$ cat config.mk
export PLATFORM = sky130hd
export DESIGN_NAME = record_subfield_deframer
export DESIGN_NICKNAME = d
export VERILOG_FILES = /design/src/design/rsd_pkg.sv /design/src/design/record_subfield_deframer.sv /design/src/design/rsd_in_reg.sv /design/src/design/rsd_core.sv /design/src/design/rsd_out_reg.sv
export VERILOG_INCLUDE_DIRS = /design/src /design/src/design
export SDC_FILE = /design/constraint.sdc
export NUM_CORES = 1
export LEC_CHECK = 0
export BUFFER_PORTS_ARGS = -buffer_cell sky130_fd_sc_hd__buf_4
export CORE_MARGIN = 2
export CORE_UTILIZATION = 30
export DETAILED_ROUTE_END_ITERATION = 8
export GPL_TIMING_DRIVEN = 0
export PLACE_DENSITY = 0.48
export SETUP_SLACK_MARGIN = 0.05
export SYNTH_ARGS = -nofsm -noshare
export SYNTH_HDL_FRONTEND = slang
export SYNTH_SLANG_ARGS = --single-unit
$ cat constraint.sdc
create_clock -name clk -period 12.77 [get_ports clk]
set_input_delay 1.9155 -clock clk [delete_from_list [all_inputs] [get_ports clk]]
set_output_delay 1.9155 -clock clk [all_outputs]
set_load 0.01 [all_outputs]
$ cat src/design/assert_macros.svh
// Assertion shorthands for the deframer, used by rsd_core.
// Each use expects clk and rst in scope.
`ifndef ASSERT_MACROS_SVH
`define ASSERT_MACROS_SVH

// Same-cycle implication.
`define RSD_ASSERT_IMP(label, ante, cons) \
  label: assert property (@(posedge clk) disable iff (rst) (ante) |-> (cons)) \
    else $error("deframer assertion failed");

// Next-cycle implication.
`define RSD_ASSERT_NXT(label, ante, cons) \
  label: assert property (@(posedge clk) disable iff (rst) (ante) |=> (cons)) \
    else $error("deframer assertion failed");

`endif

$ cat src/design/rsd_pkg.sv
package rsd_pkg;

  // Parser phase, one-hot.
  typedef enum logic [4:0] {
    PH_HDR  = 5'b00001,
    PH_FHDR = 5'b00010,
    PH_PAY  = 5'b00100,
    PH_SKIP = 5'b01000,
    PH_IDLE = 5'b10000
  } phase_t;

  // Byte classes.
  localparam logic [1:0] CLS_RECORD_HDR = 2'd0;
  localparam logic [1:0] CLS_FIELD_HDR  = 2'd1;
  localparam logic [1:0] CLS_PAYLOAD    = 2'd2;
  localparam logic [1:0] CLS_SKIP       = 2'd3;

  // Error codes.
  localparam logic [1:0] ERR_NONE       = 2'd0;
  localparam logic [1:0] ERR_SHORT_FHDR = 2'd1;
  localparam logic [1:0] ERR_SHORT_EXT  = 2'd2;
  localparam logic [1:0] ERR_OVERRUN    = 2'd3;

  localparam logic [31:0] TAG_EXT   = 32'h5858_5858;
  localparam logic [31:0] TAG_GROUP = 32'h5055_5247;
  localparam logic [15:0] EXT_LEN   = 16'd4;

  // Compressed flag 0x00040000 lives in flags byte 2 (header byte 10), bit 2.
  localparam logic [4:0] FLAG_BYTE_POS   = 5'd10;
  localparam int unsigned FLAG_COMP_BIT  = 2;

  localparam logic [4:0] HDR_SIZE_MIN   = 5'd20;
  localparam logic [4:0] HDR_SIZE_MAX   = 5'd24;
  localparam logic [4:0] HDR_SIZE_RESET = 5'd24;

  // Field header positions in the byte counter.
  localparam logic [4:0] FHDR_LAST     = 5'd5;
  localparam logic [4:0] EXT_HDR_LAST  = 5'd15;
  localparam logic [4:0] EXT_SIZE_FIRST = 5'd6;
  localparam logic [4:0] EXT_SIZE_LAST = 5'd9;
  localparam logic [31:0] FHDR_BYTES   = 32'd6;
  localparam logic [31:0] EXT_TAIL_MIN = 32'd10;

  typedef struct packed {
    logic [7:0] data_byte;
    logic       record_start;
  } item_t;

  typedef struct packed {
    logic [7:0]  out_byte;
    logic [1:0]  byte_class;
    logic [31:0] field_type;
    logic        field_first;
    logic        field_last;
    logic        record_end;
    logic [1:0]  error_code;
  } result_t;

endpackage

$ cat src/design/record_subfield_deframer.sv
// channel  dir  handshake            payload
// in       in   in_valid/in_ready    data_byte, record_start
// out      out  out_valid/out_ready  out_byte, byte_class, field_type, field_first,
//                                    field_last, record_end, error_code
// cfg      in   cfg_valid/cfg_ready  cfg_data (header_size)
//
// One beat in, one beat out, one beat per cycle sustained while out_ready stays high;
// each byte passes the input register, then the parse logic into the result register.
// The parse state updates when a byte moves from the input register to the result
// register, so each byte sees the state left by the one before it.
// Sync reset clears all control state and sets header_size to 24; no clearing pass.
// With out_ready low the result holds and one more beat waits in the input register;
// in_ready then drops in the same cycle.
module record_subfield_deframer (
  input  logic        clk,
  input  logic        rst,
  // input bytes
  input  logic        in_valid,
  output logic        in_ready,
  input  logic [7:0]  data_byte,
  input  logic        record_start,
  // classified bytes
  output logic        out_valid,
  input  logic        out_ready,
  output logic [7:0]  out_byte,
  output logic [1:0]  byte_class,
  output logic [31:0] field_type,
  output logic        field_first,
  output logic        field_last,
  output logic        record_end,
  output logic [1:0]  error_code,
  // header_size register
  input  logic        cfg_valid,
  output logic        cfg_ready,
  input  logic [4:0]  cfg_data
);
  import rsd_pkg::*;

  logic       item_valid;
  item_t      item;
  logic       can_load;
  logic       fire;
  result_t    res_comb;
  result_t    res_q;
  logic [4:0] header_size;

  // Config writes must land only while the pipe is empty; the block does not enforce this and is always ready.
  assign cfg_ready = 1'b1;

  always_ff @(posedge clk) begin
    if (rst) begin
      header_size <= HDR_SIZE_RESET;
    end else if (cfg_valid && cfg_ready) begin
      header_size <= cfg_data;
    end
  end

  // A byte is parsed when it leaves the input register.
  assign fire = item_valid && can_load;

  rsd_in_reg u_in (
    .clk          (clk),
    .rst          (rst),
    .in_valid     (in_valid),
    .in_ready     (in_ready),
    .data_byte    (data_byte),
    .record_start (record_start),
    .advance      (can_load),
    .item_valid   (item_valid),
    .item         (item)
  );

  rsd_core u_core (
    .clk         (clk),
    .rst         (rst),
    .fire        (fire),
    .item        (item),
    .header_size (header_size),
    .result      (res_comb)
  );

  rsd_out_reg u_out (
    .clk        (clk),
    .rst        (rst),
    .load       (fire),
    .result_in  (res_comb),
    .can_load   (can_load),
    .out_valid  (out_valid),
    .out_ready  (out_ready),
    .result_out (res_q)
  );

  assign out_byte    = res_q.out_byte;
  assign byte_class  = res_q.byte_class;
  assign field_type  = res_q.field_type;
  assign field_first = res_q.field_first;
  assign field_last  = res_q.field_last;
  assign record_end  = res_q.record_end;
  assign error_code  = res_q.error_code;

endmodule

$ cat src/design/rsd_in_reg.sv
module rsd_in_reg (
  input  logic          clk,
  input  logic          rst,
  input  logic          in_valid,
  output logic          in_ready,
  input  logic [7:0]    data_byte,
  input  logic          record_start,
  input  logic          advance,
  output logic          item_valid,
  output rsd_pkg::item_t item
);
  import rsd_pkg::*;

  // Empty, or being drained this cycle.
  assign in_ready = !item_valid || advance;

  always_ff @(posedge clk) begin
    if (rst) begin
      item_valid <= 1'b0;
    end else if (in_valid && in_ready) begin
      item_valid <= 1'b1;
    end else if (advance) begin
      item_valid <= 1'b0;
    end
  end

  always_ff @(posedge clk) begin
    if (in_valid && in_ready) begin
      item.data_byte    <= data_byte;
      item.record_start <= record_start;
    end
  end

endmodule

$ cat src/design/rsd_core.sv
`include "assert_macros.svh"

module rsd_core (
  input  logic             clk,
  input  logic             rst,
  input  logic             fire,
  input  rsd_pkg::item_t   item,
  input  logic [4:0]       header_size,
  output rsd_pkg::result_t result
);
  import rsd_pkg::*;

  // Parse state
  phase_t      phase;
  logic [4:0]  hcnt;
  logic [31:0] record_type;
  logic        skip_record;
  logic [31:0] rec_rem;
  logic        pend_valid;
  logic [47:0] fhb;
  logic [31:0] pend_size;
  logic [31:0] cur_type;
  logic [31:0] fld_rem;

  phase_t      phase_next;
  logic [4:0]  hcnt_next;
  logic [31:0] record_type_next;
  logic        skip_record_next;
  logic [31:0] rec_rem_next;
  logic        pend_valid_next;
  logic [47:0] fhb_next;
  logic [31:0] pend_size_next;
  logic [31:0] cur_type_next;
  logic [31:0] fld_rem_next;

  // View of the state after an optional record-start clear
  phase_t      ph_c;
  logic [4:0]  c;
  logic [31:0] rtype_c;
  logic        skip_c;
  logic [31:0] rr_c;
  logic        pv_c;

  logic [4:0]  hs;
  logic [7:0]  b;
  logic [31:0] rr_dec;
  logic [31:0] rr_sat;
  logic [31:0] fr_sat;
  logic [47:0] fhb_shift;
  logic [31:0] fh_type;
  logic [15:0] fh_len;
  logic [31:0] fsize;
  logic        hdr_done;

  assign b = item.data_byte;

  always_comb begin
    if (header_size < HDR_SIZE_MIN) begin
      hs = HDR_SIZE_MIN;
    end else if (header_size > HDR_SIZE_MAX) begin
      hs = HDR_SIZE_MAX;
    end else begin
      hs = header_size;
    end
  end

  assign ph_c    = item.record_start ? PH_HDR : phase;
  assign c       = item.record_start ? 5'd0 : hcnt;
  assign rtype_c = item.record_start ? 32'd0 : record_type;
  assign skip_c  = item.record_start ? 1'b0 : skip_record;
  assign rr_c    = item.record_start ? 32'd0 : rec_rem;
  assign pv_c    = item.record_start ? 1'b0 : pend_valid;

  assign rr_dec    = rr_c - 32'd1;
  assign rr_sat    = rr_c - {31'd0, (rr_c != 32'd0)};
  assign fr_sat    = fld_rem - {31'd0, (fld_rem != 32'd0)};
  assign fhb_shift = {b, fhb[47:8]};
  assign fh_type   = fhb_shift[31:0];
  assign fh_len    = fhb_shift[47:32];
  assign fsize     = pv_c ? pend_size : {16'd0, fh_len};
  assign hdr_done  = ({1'b0, c} + 6'd1) >= {1'b0, hs};

  always_comb begin
    phase_next       = ph_c;
    hcnt_next        = c;
    record_type_next = rtype_c;
    skip_record_next = skip_c;
    rec_rem_next     = rr_c;
    pend_valid_next  = pv_c;
    fhb_next         = fhb;
    pend_size_next   = pend_size;
    cur_type_next    = cur_type;
    fld_rem_next     = fld_rem;

    result.out_byte    = b;
    result.byte_class  = CLS_SKIP;
    result.field_type  = 32'd0;
    result.field_first = 1'b0;
    result.field_last  = 1'b0;
    result.record_end  = 1'b0;
    result.error_code  = ERR_NONE;

    unique case (ph_c)
      PH_HDR: begin
        result.byte_class = CLS_RECORD_HDR;
        if (c < 5'd4) begin
          record_type_next[{c[1:0], 3'b000} +: 8] = rtype_c[{c[1:0], 3'b000} +: 8] | b;
        end else if (c < 5'd8) begin
          rec_rem_next[{c[1:0], 3'b000} +: 8] = rr_c[{c[1:0], 3'b000} +: 8] | b;
        end else if (c == FLAG_BYTE_POS && b[FLAG_COMP_BIT]) begin
          skip_record_next = 1'b1;
        end
        if (hdr_done) begin
          if (record_type_next == TAG_GROUP) begin
            skip_record_next = 1'b1;
          end
          hcnt_next = 5'd0;
          if (rec_rem_next == 32'd0) begin
            result.record_end = 1'b1;
            phase_next        = PH_IDLE;
          end else begin
            phase_next = skip_record_next ? PH_SKIP : PH_FHDR;
          end
        end else begin
          hcnt_next = c + 5'd1;
        end
      end

      PH_FHDR: begin
        rec_rem_next = rr_dec;
        if (c == 5'd0 && rr_c < FHDR_BYTES) begin
          result.error_code = ERR_SHORT_FHDR;
          if (rr_dec == 32'd0) begin
            result.record_end = 1'b1;
            phase_next        = PH_IDLE;
          end else begin
            phase_next = PH_SKIP;
          end
        end else begin
          result.byte_class = CLS_FIELD_HDR;
          fhb_next          = fhb_shift;
          if (c == FHDR_LAST || c >= EXT_HDR_LAST) begin
            if (c == FHDR_LAST && fh_type == TAG_EXT && fh_len == EXT_LEN) begin
              if (rr_dec < EXT_TAIL_MIN) begin
                result.error_code = ERR_SHORT_EXT;
                if (rr_dec == 32'd0) begin
                  result.record_end = 1'b1;
                  phase_next        = PH_IDLE;
                end else begin
                  phase_next = PH_SKIP;
                end
              end else begin
                pend_valid_next = 1'b1;
                pend_size_next  = 32'd0;
                hcnt_next       = EXT_SIZE_FIRST;
              end
            end else begin
              cur_type_next = fh_type;
              if (fsize > rr_dec) begin
                result.error_code = ERR_OVERRUN;
                if (rr_dec == 32'd0) begin
                  result.record_end = 1'b1;
                  phase_next        = PH_IDLE;
                end else begin
                  phase_next = PH_SKIP;
                end
              end else begin
                fld_rem_next    = fsize;
                hcnt_next       = 5'd0;
                pend_valid_next = 1'b0;
                if (fsize != 32'd0) begin
                  phase_next = PH_PAY;
                end else if (rr_dec == 32'd0) begin
                  // empty field closes the record
                  result.record_end = 1'b1;
                  phase_next        = PH_IDLE;
                end else begin
                  phase_next = PH_FHDR;
                end
              end
            end
          end else begin
            // bytes 6..9 after an extended header carry the 32-bit size
            if (c >= EXT_SIZE_FIRST && c <= EXT_SIZE_LAST) begin
              pend_size_next[{c[1:0] - 2'd2, 3'b000} +: 8] = b;
            end
            hcnt_next = c + 5'd1;
          end
        end
      end

      PH_PAY: begin
        result.byte_class  = CLS_PAYLOAD;
        result.field_type  = cur_type;
        result.field_first = (c == 5'd0);
        hcnt_next          = 5'd1;
        fld_rem_next       = fr_sat;
        rec_rem_next       = rr_sat;
        if (fr_sat == 32'd0) begin
          result.field_last = 1'b1;
          hcnt_next         = 5'd0;
          pend_valid_next   = 1'b0;
          if (rr_sat == 32'd0) begin
            result.record_end = 1'b1;
            phase_next        = PH_IDLE;
          end else begin
            phase_next = PH_FHDR;
          end
        end
      end

      PH_SKIP: begin
        rec_rem_next = rr_sat;
        if (rr_sat == 32'd0) begin
          result.record_end = 1'b1;
          phase_next        = PH_IDLE;
        end
      end

      PH_IDLE: begin
        phase_next = PH_IDLE;
      end

      default: begin
        phase_next = PH_IDLE;
      end
    endcase
  end

  always_ff @(posedge clk) begin
    if (rst) begin
      phase       <= PH_HDR;
      hcnt        <= 5'd0;
      record_type <= 32'd0;
      skip_record <= 1'b0;
      rec_rem     <= 32'd0;
      pend_valid  <= 1'b0;
    end else if (fire) begin
      phase       <= phase_next;
      hcnt        <= hcnt_next;
      record_type <= record_type_next;
      skip_record <= skip_record_next;
      rec_rem     <= rec_rem_next;
      pend_valid  <= pend_valid_next;
    end
  end

  always_ff @(posedge clk) begin
    if (fire) begin
      fhb       <= fhb_next;
      pend_size <= pend_size_next;
      cur_type  <= cur_type_next;
      fld_rem   <= fld_rem_next;
    end
  end

  // An error always leads into discard or the end of the record.
  `RSD_ASSERT_NXT(a_err_discards, fire && (result.error_code != ERR_NONE), (phase == PH_SKIP) || (phase == PH_IDLE))
  // A field never reaches past its record.
  `RSD_ASSERT_IMP(a_field_in_record, phase == PH_PAY, rec_rem >= fld_rem)
  // A record cannot end in the middle of a field payload.
  `RSD_ASSERT_IMP(a_end_closes_field, fire && result.record_end && (result.byte_class == CLS_PAYLOAD), result.field_last)

endmodule

$ cat src/design/rsd_out_reg.sv
module rsd_out_reg (
  input  logic             clk,
  input  logic             rst,
  input  logic             load,
  input  rsd_pkg::result_t result_in,
  output logic             can_load,
  output logic             out_valid,
  input  logic             out_ready,
  output rsd_pkg::result_t result_out
);
  import rsd_pkg::*;

  assign can_load = !out_valid || out_ready;

  always_ff @(posedge clk) begin
    if (rst) begin
      out_valid <= 1'b0;
    end else if (load) begin
      out_valid <= 1'b1;
    end else if (out_ready) begin
      out_valid <= 1'b0;
    end
  end

  always_ff @(posedge clk) begin
    if (load) begin
      result_out <= result_in;
    end
  end

endmodule

==> results of run 1 <==
==> synthesized netlist by cell type, types with 29 or more instances <==
cell	count	share of area [%]
and2_1	60	2.1
a21oi_1	131	3.7
nor2b_1	54	1.9
inv_1	35	0.74
o21ai_0	94	2.7
nor3_1	67	1.9
nand2_1	161	3.4
a211oi_1	29	1.2
nor4_1	49	1.7
nand4_1	40	1.4
ha_1	50	3.5
a22oi_1	49	2.1
nor2_1	249	5.3
edfxtp_1	192	33
xnor2_1	29	1.4
dfxtp_1	83	9.4
clkbuf_1	120	2.5
nand3_1	34	0.96
==> final cells by class <==
cell class	count	area, um2	share of cell area (%)
plain buffers	148	587	2.88
clock inverters	16	175	0.860
repair buffers	72	574	2.82
multi-input cells	1513	9550	46.9
inverters	39	148	0.724
well taps	765	957	4.70
clock buffers	46	958	4.70
flip-flops and latches	275	7430	36.4
==> kinds of logic after synthesis <==
family | share of synthesized area, %
xor gates and xnor gates | 2.13
and+or+nand+nor | 25.8
other | 0.0425
muxes | 2.96
AOI/OAI and AO/OA | 19.3
DFF | 42.0
adders and majority gates | 3.54
buffers and inverters | 4.14
==> placed cells by master (no fill, tap or decap), drive strengths merged, types with 14 or more instances in the layout <==
master  count
a31oi      16
mux2i      23
nor2      249
a211oi     29
edfxtp    192
ha         50
nor4       53
nand3      34
xor2       14
buf       100
o21ai      99
nor4b      15
nand2b     14
a21o       14
dfxtp      83
xnor2      29
o22ai      15
nor2b      54
a22oi      49
inv        38
nor3       69
clkbuf    166
nand4      40
a21oi     131
nand2     163
or4        24
o221ai     15
and2       61
==> through the flow <==
stage | instances | setup slack, ns
finish | 2874 | 2.01
global route | 2874 | 2.22
detailed placement | 2810 | 2.67
CTS | 2872 | 2.67
floorplan | 1975 | 5.89
global placement | 2806 | 1.39
==> critical path, stage by stage, from the launching register on <==
cell       delay (ns)
edfxtp_1         0.58
clkbuf_1         0.81
clkbuf_1         0.79
buf_2            0.54
buf_1            0.79
buf_1            0.89
buf_1            0.60
clkbuf_1         0.79
o21ai_0          0.25
ha_1             0.44
ha_1             0.32
clkbuf_1         0.32
and2_1           0.40
a41oi_1          0.59
a2bb2oi_1        0.60
nand4_1          0.29
nor4_1           0.85
nand2_1          0.25
a221oi_1         0.32
a311oi_1         0.13
==> per-layer routing <==
metal	share of wire [%]	up-vias	wire [um]	GRT usage, %
met3	9.9	178	8680	7.07
met5	0	-	0	0
met2	43	980	37700	42.8
met4	3.7	0	3230	10.5
met1	43	8665	38100	39.4
li1	-	7692	-	-
==> worst min-delay path by stage <==
| stage | end | cells past startpoint |
|---|---|---|
| 4_1_cts | u_core.fhb[8] | 0 |
| 3_5_place_dp | u_core.fhb[8] | 0 |
| 2_1_floorplan | u_core.cur_type[1] | 0 |
| 5_1_grt | u_core.fhb[8] | 0 |
| 6_report | u_core.fhb[8] | 0 |
| 3_3_place_gp | u_core.fhb[8] | 0 |
==> flip-flops by register name, summed over array words and instances (netlist names), 5 cells and up <==
signal and count:
u_core.fld_rem 32, u_core.hcnt 5, u_core.pend_size 32, u_core.phase 5
u_in.item 9, u_core.rec_rem 32, u_core.cur_type 32, u_out.result_out 47
u_core.record_type 32, u_core.fhb 40, header_size 5
==> power groups by stage <==
stage          Sequential [uW]  Combinational (uW)  Clock, uW
6_report                   984                 551        995
5_1_grt                    985                 571       1050
4_1_cts                    983                 525       1010
3_5_place_dp              1000                 523          0
3_3_place_gp              1000                 530          0
2_1_floorplan              998                 301          0
==> results.json, run 1 <==
{
  "slew_headroom_pct": -8.31,
  "required_ns": 13.18,
  "setup_tns_ns": 0,
  "clk_pin_slew_ns": 0.06,
  "tritoncts_num_sinks": 275,
  "synth_area_mm2": 0.0177,
  "grt_pass1_wl_um": 123000,
  "numCtsBuffers": 35,
  "layout.nets": 2153,
  "grt_max_degree": 57,
  "rsz0062_at_grt": "false",
  "area_growth_pct": 15.4,
  "viasPerCell": 6.09,
  "final_layout_size_suffix_gt1_share_pct": 9.20,
  "die_w_um": 247,
  "ys_ff_latch": 275,
  "power_frac_seq_pct": 38.9,
  "p_leak_uw": 0.00690,
  "drt_iter0_drc": 2073,
  "peakVddDrop_uv": 87.3,
  "cts_buffer_depth": 3,
  "violations": "slew limit",
  "core_mm2": 0.0579,
  "period_minus_slack_ns": 10.76,
  "cts_resized": 0,
  "wl_um": 87700,
  "yosys_warnings": 0,
  "r2r_start": "u_in.item[0]",
  "finalPower_uw": 2530,
  "dr.pass1.iters": 6,
  "hold_viol": 0,
  "ys.flop_type": "edfxtp_1",
  "avgSynthCellArea_um2": 8.94,
  "fin_area_mm2": 0.0204,
  "utilization_pct": 35.2,
  "vias": 17500,
  "slew_viol_final": 3,
  "synth_nets": 2044,
  "clk_latency_ns": 0.57,
  "ant_nets": 0,
  "hold_class": "flop to flop",
  "cts_hold_buf": 0,
  "internal_power_uw": 1690,
  "setup_violations": 0,
  "post_cts_buffers": 0,
  "grt_pass1_vias": 16500,
  "power_density_mw_per_mm2": 124,
  "grt_usage_pct": 28.5,
  "switching_power_uw": 837,
  "dieArea_mm2": 0.0608,
  "criticalPathCategory": "flop to flop",
  "gp_congestion": 1.01,
  "r2r-end": "u_core.phase[1]",
  "p_comb_share_pct": 21.8,
  "port_buffers": 66,
  "route.detailed.drc": 0,
  "die_y_um": 247,
  "cp.arrival_ns": 11.17,
  "end_kind": "flop",
  "cp-start-kind": "flop",
  "ys_types": 95,
  "rows": 88,
  "holdWs_ns": 0.475,
  "crit_start": "u_in.item[0]",
  "ctsHtreeMaxLevel": 2,
  "fin_crit_sh_pct": 84.3,
  "worst_clock_skew_ns": 0.0239,
  "fmax_mhz": 92.9,
  "wire_per_inst_um": 30.5,
  "worstPathMaxFanout": 10,
  "initial_core_util_pct": 30.5,
  "crit_path_end": "u_core.phase[1]",
  "hold_start": "u_core.fhb[16]",
  "cap_violations": 0,
  "pwr-share-clk_pct": 39.3,
  "antenna_found_initial": 3,
  "p_sw_share_pct": 33.1,
  "worst_slew_pin_slew_ns": 1.62,
  "async_reset_ff_share_pct": 0,
  "synth_edf_count": 192,
  "antenna_cells": 0,
  "status": "complete, but fails checks",
  "dp_hpwl_um": 66200,
  "root_buffer": "clkbuf_16",
  "ys_seq_area_share_pct": 42.0,
  "place_area_mm2": 0.0192,
  "r2r_cells": 19,
  "reg2reg_setup_slack_ns": 2.01,
  "overflow": 0,
  "io-pin-count": 69,
  "cts_tree": "done",
  "fill_cells": 6079,
  "syn_inst": 1975
}
No activity file was read; power rests on OpenSTA's default activity.
==> inputs of run 2 (changes only) <==
--- a/config.mk
+++ b/config.mk
@@ -11,7 +11,7 @@
 export CORE_UTILIZATION = 30
 export DETAILED_ROUTE_END_ITERATION = 8
 export GPL_TIMING_DRIVEN = 0
-export PLACE_DENSITY = 0.48
+export PLACE_DENSITY = 0.49
 export SETUP_SLACK_MARGIN = 0.05
 export SYNTH_ARGS = -nofsm -noshare
 export SYNTH_HDL_FRONTEND = slang
==> constraint.sdc (replaced) <==
create_clock -name clk -period 9.3 [get_ports clk]
set_input_delay 1.395 -clock clk [delete_from_list [all_inputs] [get_ports clk]]
set_output_delay 1.395 -clock clk [all_outputs]
set_load 0.01 [all_outputs]
==> results.json, run 2 (same netlist as run 1, synthesis figures left out) <==
{
  "required_ns": 9.71,
  "grt_max_degree": 51,
  "io-pin-count": 69,
  "grt_pass1_wl_um": 122000,
  "antenna_found_initial": 5,
  "numCtsBuffers": 35,
  "r2r_start": "u_in.item[0]",
  "clk_pin_slew_ns": 0.06,
  "pwr-share-clk_pct": 39.9,
  "cts_resized": 3,
  "layout.nets": 2150,
  "grt_usage_pct": 28.0,
  "peakVddDrop_uv": 124,
  "regArea_mm2": 0.00743,
  "fill_cells": 6033,
  "setup_violations": 0,
  "end_kind": "flop",
  "die_y_um": 247,
  "ctsHtreeMaxLevel": 2,
  "r2r_cells": 18,
  "core_mm2": 0.0579,
  "final_layout_size_suffix_gt1_share_pct": 9.45,
  "r2r-end": "u_core.phase[1]",
  "largest_register_ffs": 47,
  "worst_slew_pin_slew_ns": 1.54,
  "hold_class": "flop to flop",
  "worst_clock_skew_ns": 0.0236,
  "switching_power_uw": 1150,
  "utilization_pct": 35.3,
  "reg_top3": "u_out.result_out x47, u_core.fhb x40",
  "rsz0062_at_grt": "false",
  "status": "complete, but fails checks",
  "port_buffers": 66,
  "final_cell_mix": "nor2_1, edfxtp_1, nand2_1, a21oi_1, clkbuf_1",
  "crit_path_max_incr_delay_ns": 0.77,
  "dr.pass1.iters": 6,
  "fin_ws_ns": 0.292,
  "drt_iter0_drc": 2280,
  "tritoncts_num_sinks": 275,
  "cap_violations": 3,
  "p_sw_share_pct": 32.9,
  "ant_nets": 0,
  "cts_buffer_depth": 3,
  "cp_common_cell": "ha_1",
  "criticalPathCategory": "flop to flop",
  "min_to": "u_core.fhb[8]",
  "power_frac_seq_pct": 38.6,
  "cp.arrival_ns": 9.42,
  "hold_start": "u_core.fhb[16]",
  "p_leak_uw": 0.00693,
  "setup_tns_ns": 0,
  "hold_depth": 0,
  "place_area_mm2": 0.0193,
  "cts_tree": "done",
  "dieArea_mm2": 0.0608,
  "route.detailed.drc": 0,
  "cp-start-kind": "flop",
  "slew_viol_final": 9,
  "slowest_stage": "clkbuf_1",
  "area_growth_pct": 15.6,
  "cts_hold_buf": 0,
  "finalPower_uw": 3500,
  "viasPerCell": 6.15,
  "grt_pass1_vias": 16500,
  "clk_latency_ns": 0.57,
  "top_register": "u_out.result_out",
  "violations": "capacitance limit, slew limit",
  "multi_input_area_mm2": 0.00956,
  "overflow": 0,
  "wl_um": 86300,
  "path_delay_family": "buffers and inverters",
  "worstPathMaxFanout": 18,
  "vias": 17700,
  "wire_per_inst_um": 30.0,
  "fmax_mhz": 111,
  "dp_hpwl_um": 65500,
  "fin_crit_sh_pct": 96.9,
  "period_minus_slack_ns": 9.01,
  "dpl_worst_slack_ns": -0.364,
  "gp_congestion": 1.01,
  "post_cts_buffers": 0,
  "final_common_cell": "nor2_1",
  "path_cells": "clkinv_1 > clkbuf_2 > clkbuf_1 > buf_1 > clkbuf_1 > nand2_1 > ha_1 > o21ai_0 > ha_1 > ha_1 > or4b_2 > or4_1 > a2bb2oi_1 > nand4_1 > nor4_1 > nand2_1 > a221oi_1 > a311oi_1",
  "cp_num_buf_inv": 5,
  "fin_area_mm2": 0.0204,
  "internal_power_uw": 2350,
  "slew_headroom_pct": -3.47,
  "initial_core_util_pct": 30.5,
  "power_density_mw_per_mm2": 171,
  "p_comb_share_pct": 21.5,
  "reg2reg_setup_slack_ns": 0.29,
  "rows": 88,
  "die_w_um": 247,
  "hold_viol": 0,
  "root_buffer": "clkbuf_16"
}
==> run 2: through the flow <==
step | instances | hold WS (ns)
2_1_floorplan | 1975 | 0.428
3_3_place_gp | 2806 | 0.464
3_5_place_dp | 2811 | 0.451
4_1_cts | 2871 | 0.465
5_1_grt | 2872 | 0.508
6_report | 2873 | 0.467
==> run 2: worst reg2reg max path: stages, from the launching register on <==
cell and delay [ns]:
edfxtp_1 0.56, clkinv_1 0.55, clkbuf_2 0.61, clkbuf_1 0.77, buf_1 0.68, clkbuf_1 0.67
nand2_1 0.36, ha_1 0.28, o21ai_0 0.07, ha_1 0.42, ha_1 0.26, or4b_2 0.70
or4_1 0.59, a2bb2oi_1 0.57, nand4_1 0.30, nor4_1 0.77, nand2_1 0.22, a221oi_1 0.34
a311oi_1 0.14
==> run 2: metal layers <==
| layer | vias to the layer above | wire length, um | track usage (%) |
|---|---|---|---|
| met5 | - | 0 | 0 |
| met4 | 0 | 3730 | 12.0 |
| met3 | 217 | 8920 | 6.32 |
| met2 | 1041 | 36800 | 41.6 |
| met1 | 8728 | 36800 | 39.0 |
| li1 | 7696 | - | - |
==> run 2: power by group through the flow <==
stage	logic (uW)	registers (uW)	clock network, uW
global route	779	1350	1470
global placement	719	1380	0
finish	753	1350	1390
CTS	718	1350	1420
floorplan	414	1370	0
detailed placement	715	1380	0
==> run 2: layout make-up <==
type	instances	area share [%]
Timing Repair Buffer	71	2.90
Antenna cell	3	0.0367
Sequential cell	275	36.4
Clock inverter	18	1.05
Buffer	146	2.85
Inverter	39	0.723
Multi-Input combinational cell	1513	46.8
Tap cell	765	4.69
Clock buffer	43	4.59
==> run 2: worst max path at each step <==
stage	start	depth (start not counted)	end	slack (ns)
floorplan	u_in.item[0]	18	u_core.fld_rem[0]	2.89
global placement	u_in.item[0]	18	u_core.fld_rem[8]	-1.70
detailed placement	u_in.item[0]	19	u_core.phase[1]	-0.36
CTS	u_in.item[0]	19	u_core.phase[1]	0.1
global route	u_in.item[0]	18	u_core.phase[1]	0.23
finish	u_in.item[0]	18	u_core.phase[1]	0.29
